==> src/rtl/core/magnetometer_acquisition_sequencer_defines.svh <==
// Assertion macros used by the acquisition sequencer top level.
`ifndef MAGNETOMETER_ACQUISITION_SEQUENCER_DEFINES_SVH
`define MAGNETOMETER_ACQUISITION_SEQUENCER_DEFINES_SVH

// Same-cycle implication, sampled on clk, switched off during rst.
`define MAS_ASSERT_NOW(label, ante, cons) \
  label: assert property (@(posedge clk) disable iff (rst) (ante) |-> (cons)) \
    else $error("sequencer check failed");

// Next-cycle implication, sampled on clk, switched off during rst.
`define MAS_ASSERT_NEXT(label, ante, cons) \
  label: assert property (@(posedge clk) disable iff (rst) (ante) |=> (cons)) \
    else $error("sequencer check failed");

`endif

==> src/rtl/core/mas_pkg.sv <==
// Types, codes and defaults of the magnetometer acquisition sequencer.
package mas_pkg;

  localparam int CHECK_ENTRIES_DEF = 2;

  localparam int IN_DATA_W  = 128;
  localparam int IN_USER_W  = 1;
  localparam int OUT_DATA_W = 184;
  localparam int OUT_USER_W = 5;
  localparam int CFG_ADDR_W = 3;
  localparam int CFG_DATA_W = 32;

  // register indexes
  localparam logic [CFG_ADDR_W-1:0] REG_SAMPLE_PERIOD = 3'd0;
  localparam logic [CFG_ADDR_W-1:0] REG_MIN_WAIT      = 3'd1;
  localparam logic [CFG_ADDR_W-1:0] REG_READY_TIMEOUT = 3'd2;
  localparam logic [CFG_ADDR_W-1:0] REG_ERROR_LIMIT   = 3'd3;
  localparam logic [CFG_ADDR_W-1:0] REG_CHECK_INTERVAL = 3'd4;
  localparam logic [CFG_ADDR_W-1:0] REG_CHECK_TABLE   = 3'd5;
  localparam logic [CFG_ADDR_W-1:0] REG_READY_MASK    = 3'd6;

  // register reset values
  localparam logic [19:0] SAMPLE_PERIOD_RST  = 20'd20000;
  localparam logic [19:0] MIN_WAIT_RST       = 20'd6000;
  localparam logic [19:0] READY_TIMEOUT_RST  = 20'd20000;
  localparam logic [7:0]  ERROR_LIMIT_RST    = 8'd3;
  localparam logic [15:0] CHECK_INTERVAL_RST = 16'd100;
  localparam logic [31:0] CHECK_TABLE_RST    = 32'd0;
  localparam logic [7:0]  READY_MASK_RST     = 8'd1;

  // opcodes
  localparam logic OP_STEP = 1'b0;
  localparam logic OP_INIT = 1'b1;

  // bus outcomes
  localparam logic [1:0] BUS_OK      = 2'd0;
  localparam logic [1:0] BUS_OVERRUN = 2'd2;

  // actions
  localparam logic [2:0] ACT_NONE    = 3'd0;
  localparam logic [2:0] ACT_CHECK   = 3'd1;
  localparam logic [2:0] ACT_TRIGGER = 3'd2;
  localparam logic [2:0] ACT_STATUS  = 3'd3;
  localparam logic [2:0] ACT_MEASURE = 3'd4;

  // phases
  localparam logic [1:0] PH_IDLE  = 2'd0;
  localparam logic [1:0] PH_TRIG  = 2'd1;
  localparam logic [1:0] PH_READY = 2'd2;

  localparam logic [7:0] CONSEC_MAX = 8'd255;

  typedef struct packed {
    logic [19:0] sample_period_us;
    logic [19:0] poll_delay_us;
    logic [19:0] ready_timeout_us;
    logic [7:0]  error_limit;
    logic [15:0] check_interval;
    logic [31:0] check_table;
    logic [7:0]  ready_mask;
  } cfg_t;

  typedef struct packed {
    logic [1:0]  phase;
    logic [63:0] trigger_time;
    logic [7:0]  consecutive_errors;
    logic [15:0] window_count;
    logic        check_pointer;
    logic        was_bound;
    logic        started_flag;
    logic        fault_flag;
    logic [31:0] sample_count;
    logic [31:0] error_count;
    logic [31:0] overrun_count;
    logic [31:0] mismatch_count;
  } state_t;

  typedef struct packed {
    logic               opcode;
    logic [63:0]        now_us;
    logic [1:0]         bus_status;
    logic [7:0]         read_byte;
    logic signed [15:0] raw_x;
    logic signed [15:0] raw_y;
    logic signed [15:0] raw_z;
  } item_t;

  typedef struct packed {
    logic [2:0]         action;
    logic               check_slot;
    logic               sample_out;
    logic signed [15:0] body_x;
    logic signed [15:0] body_y;
    logic signed [15:0] body_z;
    logic [31:0]        sample_total;
    logic [31:0]        error_total;
    logic [31:0]        overrun_total;
    logic [31:0]        mismatch_total;
    logic               fault;
    logic               started;
  } result_t;

endpackage

==> src/rtl/core/mas_step.sv <==
// Next-state and result logic for one sequencer item.
module mas_step import mas_pkg::*; #(
  parameter int CHECK_ENTRIES = CHECK_ENTRIES_DEF
) (
  input  cfg_t    cfg,
  input  state_t  st,
  input  item_t   item,
  output state_t  st_next,
  output result_t res
);

  logic [63:0] elapsed;
  logic        bus_bad;
  logic        err;
  logic [15:0] window_inc;
  logic [7:0]  chk_mask;
  logic [7:0]  chk_expect;
  logic [7:0]  consec_inc;
  logic        ptr_adv;

  assign elapsed    = item.now_us - st.trigger_time;
  assign bus_bad    = (item.bus_status != BUS_OK);
  assign window_inc = st.window_count + 16'd1;
  assign chk_mask   = st.check_pointer ? cfg.check_table[23:16] : cfg.check_table[7:0];
  assign chk_expect = st.check_pointer ? cfg.check_table[31:24] : cfg.check_table[15:8];
  assign consec_inc = (st.consecutive_errors < CONSEC_MAX) ?
                      st.consecutive_errors + 8'd1 : st.consecutive_errors;
  // toggle between the two table entries; stays at entry 0 when CHECK_ENTRIES is 1
  assign ptr_adv    = (CHECK_ENTRIES > 1) ? ~st.check_pointer : 1'b0;

  always_comb begin
    st_next = st;
    err     = 1'b0;
    res     = '0;

    if (item.opcode == OP_INIT) begin
      st_next.was_bound = 1'b1;
      if (bus_bad) begin
        st_next.started_flag = 1'b0;
        if (st.was_bound) begin
          st_next.fault_flag = 1'b1;
        end
      end else begin
        st_next.fault_flag         = 1'b0;
        st_next.started_flag       = 1'b1;
        st_next.sample_count       = '0;
        st_next.trigger_time       = '0;
        st_next.phase              = PH_IDLE;
        st_next.window_count       = '0;
        st_next.check_pointer      = 1'b0;
        st_next.consecutive_errors = '0;
      end
    end else if (!st.fault_flag && st.started_flag) begin
      case (st.phase)
        PH_IDLE: begin
          if (elapsed >= {44'd0, cfg.sample_period_us}) begin
            if (window_inc >= cfg.check_interval) begin
              st_next.window_count = '0;
              res.action     = ACT_CHECK;
              res.check_slot = st.check_pointer;
              if (bus_bad) begin
                err = 1'b1;
              end else if ((item.read_byte & chk_mask) != chk_expect) begin
                st_next.mismatch_count = st.mismatch_count + 32'd1;
                st_next.fault_flag     = 1'b1;
              end else begin
                st_next.check_pointer = ptr_adv;
              end
            end else begin
              st_next.window_count = window_inc;
              res.action           = ACT_TRIGGER;
              st_next.trigger_time = item.now_us;
              if (bus_bad) begin
                err = 1'b1;
              end else begin
                st_next.phase = PH_TRIG;
              end
            end
          end
        end
        PH_TRIG: begin
          if (elapsed >= {44'd0, cfg.poll_delay_us}) begin
            res.action = ACT_STATUS;
            if (bus_bad) begin
              err           = 1'b1;
              st_next.phase = PH_IDLE;
            end else if ((item.read_byte & cfg.ready_mask) == 8'd0) begin
              if (elapsed > {44'd0, cfg.ready_timeout_us}) begin
                err           = 1'b1;
                st_next.phase = PH_IDLE;
              end
            end else begin
              st_next.phase = PH_READY;
            end
          end
        end
        PH_READY: begin
          res.action    = ACT_MEASURE;
          st_next.phase = PH_IDLE;
          if (item.bus_status == BUS_OVERRUN) begin
            st_next.overrun_count = st.overrun_count + 32'd1;
          end else if (bus_bad) begin
            err = 1'b1;
          end else begin
            res.sample_out             = 1'b1;
            res.body_x                 = item.raw_y;
            res.body_y                 = 16'sd0 - item.raw_x;
            res.body_z                 = 16'sd0 - item.raw_z;
            st_next.sample_count       = st.sample_count + 32'd1;
            st_next.consecutive_errors = '0;
          end
        end
        default: begin
          st_next.phase = PH_IDLE;
        end
      endcase

      if (err) begin
        st_next.error_count        = st.error_count + 32'd1;
        st_next.consecutive_errors = consec_inc;
        if (consec_inc >= cfg.error_limit) begin
          st_next.fault_flag = 1'b1;
        end
      end
    end

    res.sample_total   = st_next.sample_count;
    res.error_total    = st_next.error_count;
    res.overrun_total  = st_next.overrun_count;
    res.mismatch_total = st_next.mismatch_count;
    res.fault          = st_next.fault_flag;
    res.started        = st_next.started_flag;
  end

endmodule

==> src/rtl/core/magnetometer_acquisition_sequencer.sv <==
// Top level of the magnetometer acquisition sequencer.
//
//  channel  dir  handshake            payload
//  s_axis   in   s_tvalid / s_tready  s_tuser opcode, s_tdata time, bus outcome, read byte, raw
//  m_axis   out  m_tvalid / m_tready  m_tuser action/slot/flag, m_tdata body sample, totals, flags
//  cfg      in   cfg_we               cfg_addr register index, cfg_wdata value
//
// One beat per cycle while m_tready holds high; a taken beat passes the input
// register, then the result register, before it shows on m_tvalid.
// Sequencer state updates as a beat moves from the input register to the
// result register, so the following beat always sees the updated state.
// rst is synchronous: it empties both registers, clears state and loads the
// register defaults.
// A stalled output holds the result register; the input register still takes
// one more beat before s_tready drops.
`include "magnetometer_acquisition_sequencer_defines.svh"

module magnetometer_acquisition_sequencer import mas_pkg::*; #(
  parameter int CHECK_ENTRIES = CHECK_ENTRIES_DEF
) (
  input  logic                  clk,
  input  logic                  rst,
  input  logic                  s_tvalid,
  output logic                  s_tready,
  // s_tdata: now_us[63:0], bus_status[65:64], read_byte[73:66], raw_x[89:74],
  //          raw_y[105:90], raw_z[121:106], zero fill above
  input  logic [IN_DATA_W-1:0]  s_tdata,
  // s_tuser: opcode[0]
  input  logic [IN_USER_W-1:0]  s_tuser,
  output logic                  m_tvalid,
  input  logic                  m_tready,
  // m_tdata: body_x[15:0], body_y[31:16], body_z[47:32], sample_total[79:48],
  //          error_total[111:80], overrun_total[143:112],
  //          mismatch_total[175:144], fault[176], started[177], zero fill above
  output logic [OUT_DATA_W-1:0] m_tdata,
  // m_tuser: action[2:0], check_slot[3], sample_out[4]
  output logic [OUT_USER_W-1:0] m_tuser,
  input  logic                  cfg_we,
  input  logic [CFG_ADDR_W-1:0] cfg_addr,
  input  logic [CFG_DATA_W-1:0] cfg_wdata
);

  cfg_t    cfg;
  state_t  st;
  state_t  st_next;
  item_t   item;
  logic    item_valid;
  result_t res_next;
  result_t res;
  logic    out_valid;
  logic    advance;
  logic    take;

  // The input register moves on when the result register is free or draining.
  assign advance  = item_valid && (!out_valid || m_tready);
  assign s_tready = !item_valid || advance;
  assign take     = s_tvalid && s_tready;

  // Configuration writes; an index past the list is dropped.
  always_ff @(posedge clk) begin
    if (rst) begin
      cfg.sample_period_us <= SAMPLE_PERIOD_RST;
      cfg.poll_delay_us    <= MIN_WAIT_RST;
      cfg.ready_timeout_us <= READY_TIMEOUT_RST;
      cfg.error_limit      <= ERROR_LIMIT_RST;
      cfg.check_interval   <= CHECK_INTERVAL_RST;
      cfg.check_table      <= CHECK_TABLE_RST;
      cfg.ready_mask       <= READY_MASK_RST;
    end else if (cfg_we) begin
      case (cfg_addr)
        REG_SAMPLE_PERIOD:  cfg.sample_period_us <= cfg_wdata[19:0];
        REG_MIN_WAIT:       cfg.poll_delay_us    <= cfg_wdata[19:0];
        REG_READY_TIMEOUT:  cfg.ready_timeout_us <= cfg_wdata[19:0];
        REG_ERROR_LIMIT:    cfg.error_limit      <= cfg_wdata[7:0];
        REG_CHECK_INTERVAL: cfg.check_interval   <= cfg_wdata[15:0];
        REG_CHECK_TABLE:    cfg.check_table      <= cfg_wdata;
        REG_READY_MASK:     cfg.ready_mask       <= cfg_wdata[7:0];
        default: ;
      endcase
    end
  end

  // Input register: unpack the beat.
  always_ff @(posedge clk) begin
    if (rst) begin
      item_valid <= 1'b0;
    end else if (s_tready) begin
      item_valid <= s_tvalid;
    end
  end

  always_ff @(posedge clk) begin
    if (take) begin
      item.opcode     <= s_tuser[0];
      item.now_us     <= s_tdata[63:0];
      item.bus_status <= s_tdata[65:64];
      item.read_byte  <= s_tdata[73:66];
      item.raw_x      <= s_tdata[89:74];
      item.raw_y      <= s_tdata[105:90];
      item.raw_z      <= s_tdata[121:106];
    end
  end

  mas_step #(
    .CHECK_ENTRIES(CHECK_ENTRIES)
  ) u_step (
    .cfg    (cfg),
    .st     (st),
    .item   (item),
    .st_next(st_next),
    .res    (res_next)
  );

  // Commit the state together with the result.
  always_ff @(posedge clk) begin
    if (rst) begin
      st <= '0;
    end else if (advance) begin
      st <= st_next;
    end
  end

  // Result register.
  always_ff @(posedge clk) begin
    if (rst) begin
      out_valid <= 1'b0;
    end else if (!out_valid || m_tready) begin
      out_valid <= item_valid;
    end
  end

  always_ff @(posedge clk) begin
    if (advance) begin
      res <= res_next;
    end
  end

  assign m_tvalid = out_valid;
  assign m_tuser  = {res.sample_out, res.check_slot, res.action};
  assign m_tdata  = {6'd0, res.started, res.fault, res.mismatch_total, res.overrun_total,
                     res.error_total, res.sample_total, res.body_z, res.body_y, res.body_x};

  // A stalled result must keep the next beat parked in the input register.
  `MAS_ASSERT_NEXT(a_hold_input, item_valid && out_valid && !m_tready, item_valid)
  // A sample only comes with a measurement read.
  `MAS_ASSERT_NOW(a_sample_on_measure, out_valid && res.sample_out, res.action == ACT_MEASURE)
  // A check slot is reported only by a check read.
  `MAS_ASSERT_NOW(a_slot_on_check, out_valid && res.check_slot, res.action == ACT_CHECK)
  // Each emitted sample bumps the sample count by one and clears the error run.
  `MAS_ASSERT_NEXT(a_sample_count, advance && res_next.sample_out,
                   st.sample_count == $past(st.sample_count) + 32'd1 &&
                   st.consecutive_errors == 8'd0)

endmodule
==> config.mk <==
export PLATFORM = sky130hd
export DESIGN_NAME = magnetometer_acquisition_sequencer
export DESIGN_NICKNAME = d
export VERILOG_FILES = /design/src/rtl/core/mas_pkg.sv /design/src/rtl/core/mas_step.sv /design/src/rtl/core/magnetometer_acquisition_sequencer.sv
export VERILOG_INCLUDE_DIRS = /design/src /design/src/rtl/core
export SDC_FILE = /design/constraint.sdc
export NUM_CORES = 1
export LEC_CHECK = 0
export ABC_CLOCK_PERIOD_IN_PS = 15900
export BUFFER_PORTS_ARGS = -buffer_cell sky130_fd_sc_hd__buf_2
export CAP_MARGIN = 15
export CELL_PAD_IN_SITES_DETAIL_PLACEMENT = 1
export CELL_PAD_IN_SITES_GLOBAL_PLACEMENT = 2
export CORE_UTILIZATION = 40
export DETAILED_ROUTE_END_ITERATION = 8
export GPL_TIMING_DRIVEN = 0
export PLACE_DENSITY_LB_ADDON = 0.12
export SLEW_MARGIN = 20
export SYNTH_ARGS = -nofsm -noshare
export SYNTH_HDL_FRONTEND = slang
export SYNTH_HIERARCHICAL = 1
export SYNTH_SLANG_ARGS = --single-unit
==> constraint.sdc <==
create_clock -name clk -period 15.9 [get_ports clk]
set_clock_uncertainty 0.05 [all_clocks]
set_input_delay 2.385 -clock clk [delete_from_list [all_inputs] [get_ports clk]]
set_output_delay 2.385 -clock clk [all_outputs]
set_load 0.005 [all_outputs]
======== Word-level counts from Yosys, hierarchy flattened ========
Index checks and enable logic that the tools add are counted.
cells by class
  $add $sub $neg .......................... 9
  order comparisons ....................... 6
  equal/unequal tests ..................... 20
  multiplexer cells ....................... 66
  bitwise gates (word level) .............. 9
  reduce and logical (&&, ||, !) cells .... 34
operator list
  kind                                                                 count
  32-bit two-way mux                                                   12
  91-bit two-way mux                                                   3
  66-bit two-way mux                                                   2
  129-bit two-way mux                                                  1
  32-bit by 1-bit adder with 32-bit output, second input constant      4
  64-bit by 20-bit greater-or-equal comparator with 1-bit output       2
  96-bit two-way mux                                                   1
  64-bit by 20-bit greater-than comparator with 1-bit output           1
  64-bit two-way mux                                                   1
  64-bit subtractor                                                    1
  8-bit two-way mux                                                    7
  49-bit two-way mux                                                   1
  17-bit two-way mux                                                   2
  33-bit two-way mux                                                   1
  1-bit by 16-bit subtractor with 16-bit output, first input constant  2
  1-bit two-way mux                                                    22
  16-bit by 1-bit adder with 16-bit output, second input constant      1
  8-bit AND                                                            2
  16-bit greater-or-equal comparator                                   1
  16-bit two-way mux                                                   1
  2-bit two-way mux                                                    8
  2-bit AND reduction                                                  8
  6-bit AND reduction                                                  2
  2-bit inequality test, second input constant                         5
  other kinds (31)                                                     53
storage, ports and cells
  bits in registers ....................... 654
  input port bits ......................... 169
  output and inout port bits .............. 191
  logic and storage cells ................. 184

======== Longest topological paths before layout ========
Gate-level depths: netlist (run 1).
  depth after elaboration ................. 12
  depth in mapped cells ................... 27
  gate-level depth less buffers ........... 24

======== By module ========
The synthesis (run 1) kept the hierarchy.
modules (own cells, without submodules)
  module                              instances  cells each  area each (um^2)  sequential area each (um^2)
  magnetometer_acquisition_sequencer  1          1823        23631.4           16155.5
  mas_step                            1          2310        14393.8           0.0

======== Least setup slack after synthesis (run 1) ========
Ideal clock, no wire load.
  path kind ............................... input port to flip-flop
  start point ............................. input port m_tready
  end point ............................... register item[0] (netlist name)
  library setup time ...................... 645 ps
  arrival time ............................ 8406 ps
  data required time ...................... 15205 ps
  slack ................................... 6799 ps
  stages .................................. 2
  buffers on the path ..................... 0
  cells stage by stage .................... nor2b_1 > a21oi_1
on the way
  word-level cells in the longest chain between the ends .. 4
ends and longest elaborated chain
  what               line                                      text
  from (decl)        magnetometer_acquisition_sequencer.sv:31  input logic m_tready,
  1-bit logical OR   magnetometer_acquisition_sequencer.sv:55  assign advance = item_valid && (!out_valid || m_tready);
  1-bit logical AND  magnetometer_acquisition_sequencer.sv:55
  1-bit logical OR   magnetometer_acquisition_sequencer.sv:56  assign s_tready = !item_valid || advance;
  1-bit logical AND  magnetometer_acquisition_sequencer.sv:57  assign take = s_tvalid && s_tready;
  named net take     magnetometer_acquisition_sequencer.sv:52  logic take;
The timed path passes the listed nets, and every way through them passes these cells.
A chain may end at the register's enable or synchronous reset.

==> impl_metrics.toml, run 1 <==
[timing]
fin_crit_ns = 7.05
slew_violations = 0
worst_pin_slew_ns = 1.03
finalSetupViolCount = 0
whs_ns = 0.401
fmax_ghz = 0.142
grt_setup_unrepaired = "false"
setup-tns-final_ns = 0
max_slew_margin_pct = 31.3
finalCritPeriodShare_pct = 44.4
hold_violations = 0

[clock_network]
clk_pin_slew_worst_paths_ns = 0.06
cts_buffer_depth = 3
root_buffer = "clkbuf_16"
tritoncts = "done"
clock_sinks = 654
cts_setup_buffers = 0
numCtsBuffers = 78
cts-hold-fix-buffers = 0
worstSkewPairLatency_ns = 0.66
cts_resized = 0
htreeDepth = 3

[power]
power_density_mw_per_mm2 = 93.4
leakage_uw = 0.0167
irDropWorstVdd_mv = 0.0825

[synthesis]
yosysSeqAreaShare_pct = 42.5
ys_seq_elements = 654
async_flop_share_pct = 0
yosys.cell_count.top_type = "nand2b_1"
yosysTopAreaCellShare_pct = 24.2
synth_cells = 4133
synthSimpleGateAreaFrac_pct = 22.3
syn_avg_cell_area_sq_um = 9.20
synthMuxAreaShare_pct = 6.83
yosysTopAreaCell = "edfxtp_1"
synth_area_sq_mm = 0.0380
synth.cells.most_frequent = "473 x nand2b_1, 393 x nand2_1, 348 x dfxtp_1"
yosysWarnings = 6
synth_edf_count = 306
synth_adder_area_share_pct = 5.19
synth_cell_types = 90
synth-xor-area-share_pct = 3.87
ys.flop_type = "dfxtp_1"
synth_area_leaders = "edfxtp_1 24%, dfxtp_1 18%, nand2b_1 7.8%"
synth_compound_area_share_pct = 11.2
synth_top_family_by_area = "simple AND/OR/NAND/NOR gates"

[setup_path]
cp-endpoint = "st[31]"
critical_path_arrival_ns = 7.57
rrSetupSlack_ns = 8.85
start_kind = "flip-flop"
startpoint = "item[58]"
worstSetupEndpointType = "flip-flop"
crit_fanout = 10
r2r_end = "st[31]"
cp.required_ns = 16.42
r2r_cells = 26
rr_startpoint = "item[58]"
crit_type = "reg -> reg"

[placement]
place_congestion = 0.866
dp.final_hpwl_mm = 91.2
dpl_cell_area_sq_mm = 0.0416
dp_cells = 5749
port-buffer-count = 346

[route]
drcViolationCount = 0
wl_mm = 120
wl_per_cell_microns = 20.4
firstDrtPassIters = 5
dr_total_vias = 31100
first_iter_violations = 1494
ant_nets = 0
vias_per_cell = 5.27

[final_layout]
nets = 4901
design_area_sq_mm = 0.0443
area_growth_pct = 16.4
drive_above_1_share_pct = 16.4
fin_cells = 5900
fill_cells = 11000

[floorplanning]
num_rows = 112
core_sq_mm = 0.0937
pin_count = 360
initial_core_util_pct = 40.6
die_h_microns = 310
die_w_microns = 310
die_area_sq_mm = 0.0963

[global_route]
grt-ovfl-total = 0
first_global_vias = 31300
antenna_found_initial = 11
grt_pass1_wl_mm = 184
grt_max_degree = 100
grtUsageTotal_pct = 24.7

[status]
status = "complete, no violations"

[worst_hold_path]
hold_class = "reg -> reg"

[flow_run]
maxCapViolations = 0
## power breakdown
part | internal (uW) | leakage (uW) | switching [uW]
Sequential | 1810 | 0.00564 | 28.8
Combinational | 168 | 0.00975 | 278
Clock | 1090 | 0.00129 | 757
Total | 3070 | 0.0167 | 1060
## per-stage QoR
stage               power [uW]  util, %  setup slack (ns)
finish                    4140     47.2              8.85
detailed placement        2320     44.4              8.87
floorplan                 2140        -              6.80
CTS                       4190     47.2              8.81
global route              4290     47.2              8.46
global placement          2320     44.1              2.56
## layout by cell type (no fill, tap or decap), types with 13 or more instances in the layout
cell       count
or3_1         13
o31ai_1       18
inv_1        243
nand2b_1     473
nor3_1        72
and3_1        58
o21a_1        15
buf_2        401
edfxtp_1     306
nor2b_1       13
nand3_1      184
xor2_1        73
a211oi_1      14
or4_1         14
buf_4        148
clkbuf_1     135
buf_6         29
o211ai_1      18
clkbuf_16     81
xnor2_1       95
mux2i_1      248
nand2_1      393
and4_1        16
a211o_1       13
clkinv_2      20
nor2_1       189
ha_1         156
o21ai_1       35
dfxtp_1      348
o21ai_0      139
nor3b_1       13
a21oi_1      251
a21o_1        46
nor4_1        41
nand4_1       80
## layer usage
metal  routed length [microns]  global-route usage (%)  up-vias
met3                      4610                    3.06      159
met2                     57100                    41.4      557
met4                      3100                    8.20        0
met1                     55500                    32.9    15100
li1                          -                       -    15200
met5                         0                       0        -
## registers in the layout (all words and copies together) (netlist names)
signal	flops
cfg	124
item	123
item_valid	1
m_tdata	178
m_tuser	5
m_tvalid	1
st	222
## area by class of cell
class	count	area, sq um	share of cell area [%]
diodes	6	15.0	0.0339
clock buffers	99	2150	4.87
multi-input cells	2878	18800	42.5
plain buffers	362	2210	4.99
clock inverters	46	460	1.04
well taps	1254	1570	3.54
repair buffers	357	1980	4.47
flip-flops and latches	654	16200	36.5
inverters	244	916	2.07
## critical path: stages (launching register included)
cell and delay [ns]:
edfxtp_1 0.51, inv_1 0.10, ha_1 0.16, inv_1 0.05
fa_1 0.43, a211oi_2 0.34, o21a_1 0.23, o221a_2 0.27
o21ai_0 0.16, xor2_1 0.56, ha_1 0.23, nor2b_1 0.13
o21ai_0 0.08, nand2b_1 0.08, a21oi_1 0.07, nor2b_1 0.10
a2111oi_0 0.07, o21bai_1 0.81, o41ai_2 0.18, buf_4 0.22
nor4_2 0.73, clkbuf_1 0.51, nand3_1 0.29, xnor2_1 0.27
buf_4 0.14, nand2b_1 0.05, mux2i_1 0.12
## worst min path at each step
stage                     startpoint       end  slack (ns)  cells past startpoint
after global placement        cfg[8]    cfg[8]        0.39                      2
final                        cfg[47]   cfg[47]        0.40                      2
after CTS                    cfg[47]   cfg[47]        0.41                      2
after detailed placement     cfg[47]   cfg[47]        0.40                      2
after global routing        cfg[101]  cfg[101]        0.41                      2
after floorplan             cfg[100]  cfg[100]        0.39                      2
## cell families after synthesis
group,count (synthesis)
other,1
XOR/XNOR,168
AO/OA/AOI/OAI,683
buffers and inverters,606
flip-flops,654
AND/OR/NAND/NOR,1606
adder cells (fa/ha/maj),157
multiplexers,258
Note: power is estimated with default switching activity, not from simulation.
==> run 2, diff against run 1 <==
- ABC_AREA: unset -> 1
- ABC_CLOCK_PERIOD_IN_PS: 15900 -> 7310
- CORE_UTILIZATION: 40 -> 35
- clock period: 15.9 -> 7.31 ns (I/O delays scaled with it)
==> run 2 against run 1 <==
Effect of this change:
- synthesized area up 5.6%
- worst setup slack worse by 7.7 ns
- register-to-register slack worse by 7.7 ns
- cell area up 5.4%
- combinational power rose to 5.0 times the previous value
- flip-flop and latch count unchanged
- global-route usage up 0.24 points
- count of clock-buffer cells in the layout up 10
- worst hold slack better by 0.018 ns
- critical path depth up 3
- via count up 19%
- critical path type unchanged
==> impl_metrics.toml, run 2 <==
[status]
status = "complete, no violations"

[clock_network]
tritoncts = "done"
htreeDepth = 3
cts_buffer_depth = 3
clk_pin_slew_worst_paths_ns = 0.06
cts-hold-fix-buffers = 0
root_buffer = "clkbuf_16"
worstSkewPairLatency_ns = 0.67
cts_setup_buffers = 0
cts_resized = 0
numCtsBuffers = 81
clock_sinks = 654

[synthesis]
ys.flop_type = "dfxtp_1"
synth_cells = 5603
synth.cells.most_frequent = "1437 x nand2_1, 926 x nor2_1, 777 x inv_1"
yosys.cell_count.top_type = "nand2_1"
synth_cell_types = 59
synth_edf_count = 306
async_flop_share_pct = 0
synth_area_leaders = "edfxtp_1 23%, dfxtp_1 17%, nand2_1 13%"
syn_avg_cell_area_sq_um = 7.17
yosysTopAreaCellShare_pct = 22.9
yosysSeqAreaShare_pct = 40.2
yosysTopAreaCell = "edfxtp_1"
ys_seq_elements = 654
yosysWarnings = 6
synth_area_sq_mm = 0.0402

[placement]
dp_cells = 7459
place_congestion = 0.905
port-buffer-count = 347
dp_worst_setup_slack_ns = 1.12
dp.final_hpwl_mm = 115

[floorplanning]
die_area_sq_mm = 0.116
die_w_microns = 341
die_h_microns = 341
num_rows = 123
initial_core_util_pct = 35.5
pin_count = 360
core_sq_mm = 0.113

[timing]
finalWorstSetupSlack_ns = 1.13
fin_crit_ns = 6.18
fmax_ghz = 0.162
setup-tns-final_ns = 0
grt_setup_unrepaired = "false"
slew_violations = 0
max_slew_margin_pct = 25.3
finalSetupViolCount = 0
worst_pin_slew_ns = 1.12
finalCritPeriodShare_pct = 84.6
hold_violations = 0

[final_layout]
largest-register = "st"
area_growth_pct = 16.2
nets = 6368
largest_reg_flops = 222
mostFrequentLayoutCell = "nand2_1"
fin_cells = 7609
fill_cells = 14300
drive_above_1_share_pct = 12.6
most-common-layout-cells = "1437 x nand2_1, 926 x nor2_1, 776 x inv_1, 407 x buf_2, 348 x dfxtp_1"

[global_route]
grt_use_met2_pct = 44.4
met1_usage_pct = 32.1
grt_use_met3_pct = 2.51
busiest_layer = "met2"
grt_max_degree = 90
first_global_vias = 37300
grt_pass1_wl_mm = 223
antenna_found_initial = 6
grtUsageTotal_pct = 25.0
grt-ovfl-total = 0

[setup_path]
start_kind = "flip-flop"
crit_path_frequent_cell = "inv_1"
cp-endpoint = "st[128]"
rr_startpoint = "item[58]"
critical_path_depth = 29
crit_family = "simple AND/OR/NAND/NOR gates"
cp_slowest_cell = "nor3_1"
slowest_delay_ns = 0.76
worstSetupEndpointType = "flip-flop"
cp.required_ns = 7.82
critical_path_arrival_ns = 6.69
crit_fanout = 10
crit_type = "reg -> reg"
rrSetupSlack_ns = 1.13
startpoint = "item[58]"
r2r_end = "st[128]"
r2r_cells = 29
critPathBufInv = 6

[power]
leakage_uw = 0.0219
internal_power_uw = 7250
p_switching_uw = 3330
power_frac_comb_pct = 21.0
power.total_uw = 10600
p_sw_share_pct = 31.5
pwr-share-seq_pct = 39.7
clockPowerShare_pct = 39.2
power_density_mw_per_mm2 = 227
irDropWorstVdd_mv = 0.186

[worst_hold_path]
hold_class = "reg -> reg"

[flow_run]
maxCapViolations = 0

[route]
wl_mm = 148
drcViolationCount = 0
firstDrtPassIters = 5
dr_total_vias = 37100
wl_per_cell_microns = 19.4
first_iter_violations = 1707
vias_per_cell = 4.87
ant_nets = 0
-- run 2: changes by cell type in the layout (fill, tap and decap cells not counted), sizes merged, moves of 99 or more --
| cell | previous run | this run |
|---|---|---|
| nand2b | 473 | 0 |
| nand3 | 184 | 283 |
| inv | 246 | 802 |
| nand2 | 393 | 1445 |
| a21oi | 260 | 129 |
| mux2i | 248 | 11 |
| nor2 | 189 | 943 |
| nand3b | 3 | 234 |
-- run 2: cell families after synthesis --
kind of cell	Yosys count	synth area share (%)
other	1	0.00934
AND/OR/NAND/NOR	3082	33.1
AO/OA/AOI/OAI	419	5.93
buffers and inverters	1132	12.3
XOR/XNOR	147	3.21
adder cells (fa/ha/maj)	157	4.91
flip-flops	654	40.2
multiplexers	11	0.274
-- run 2: worst min-delay path: stages, from the launching register on --
cell     delay [ns]
dfxtp_1        0.32
nand2_1        0.05
nand3_1        0.06
-- run 2: worst min-delay path by stage --
stage / to / depth (start not counted) / from
2_1_floorplan: cfg[57] / 2 / cfg[57]
3_3_place_gp: cfg[94] / 2 / cfg[94]
3_5_place_dp: cfg[74] / 2 / cfg[74]
4_1_cts: cfg[74] / 2 / cfg[74]
5_1_grt: cfg[90] / 2 / cfg[90]
6_report: cfg[113] / 2 / cfg[113]
-- run 2: layout make-up --
type / count / area (sq um) / share of cell area, %
Inverter: 804 / 3030 / 6.49
Clock inverter: 40 / 453 / 0.971
Buffer: 328 / 1950 / 4.17
Clock buffer: 109 / 2280 / 4.90
Tap cell: 1500 / 1880 / 4.02
Antenna cell: 1 / 2.50 / 0.00536
Multi-Input combinational cell: 3822 / 19100 / 40.9
Timing Repair Buffer: 351 / 1840 / 3.94
Sequential cell: 654 / 16200 / 34.6
-- run 2: per-layer routing --
| metal | wire length, microns | vias to the layer above |
|---|---|---|
| met5 | 0 | - |
| met4 | 3480 | 0 |
| met3 | 5000 | 162 |
| met2 | 72400 | 610 |
| met1 | 66700 | 17800 |
| li1 | - | 18500 |
-- run 2: per-stage QoR --
step	utilization [%]	hold slack (ns)	cell area, sq um
4_1_cts	41.2	0.425	46700
2_1_floorplan	-	0.379	40200
3_5_place_dp	38.8	0.410	43900
3_3_place_gp	38.7	0.404	43800
5_1_grt	41.2	0.444	46700
6_report	41.2	0.419	46700
-- run 2: power groups by stage --
stage | combinational (uW) | sequential, uW | clock [uW]
finish | 2230 | 4200 | 4150
global route | 2490 | 4230 | 4400
CTS | 2240 | 4210 | 4280
detailed placement | 2220 | 4280 | 0
global placement | 2170 | 4290 | 0
floorplan | 1460 | 4250 | 0
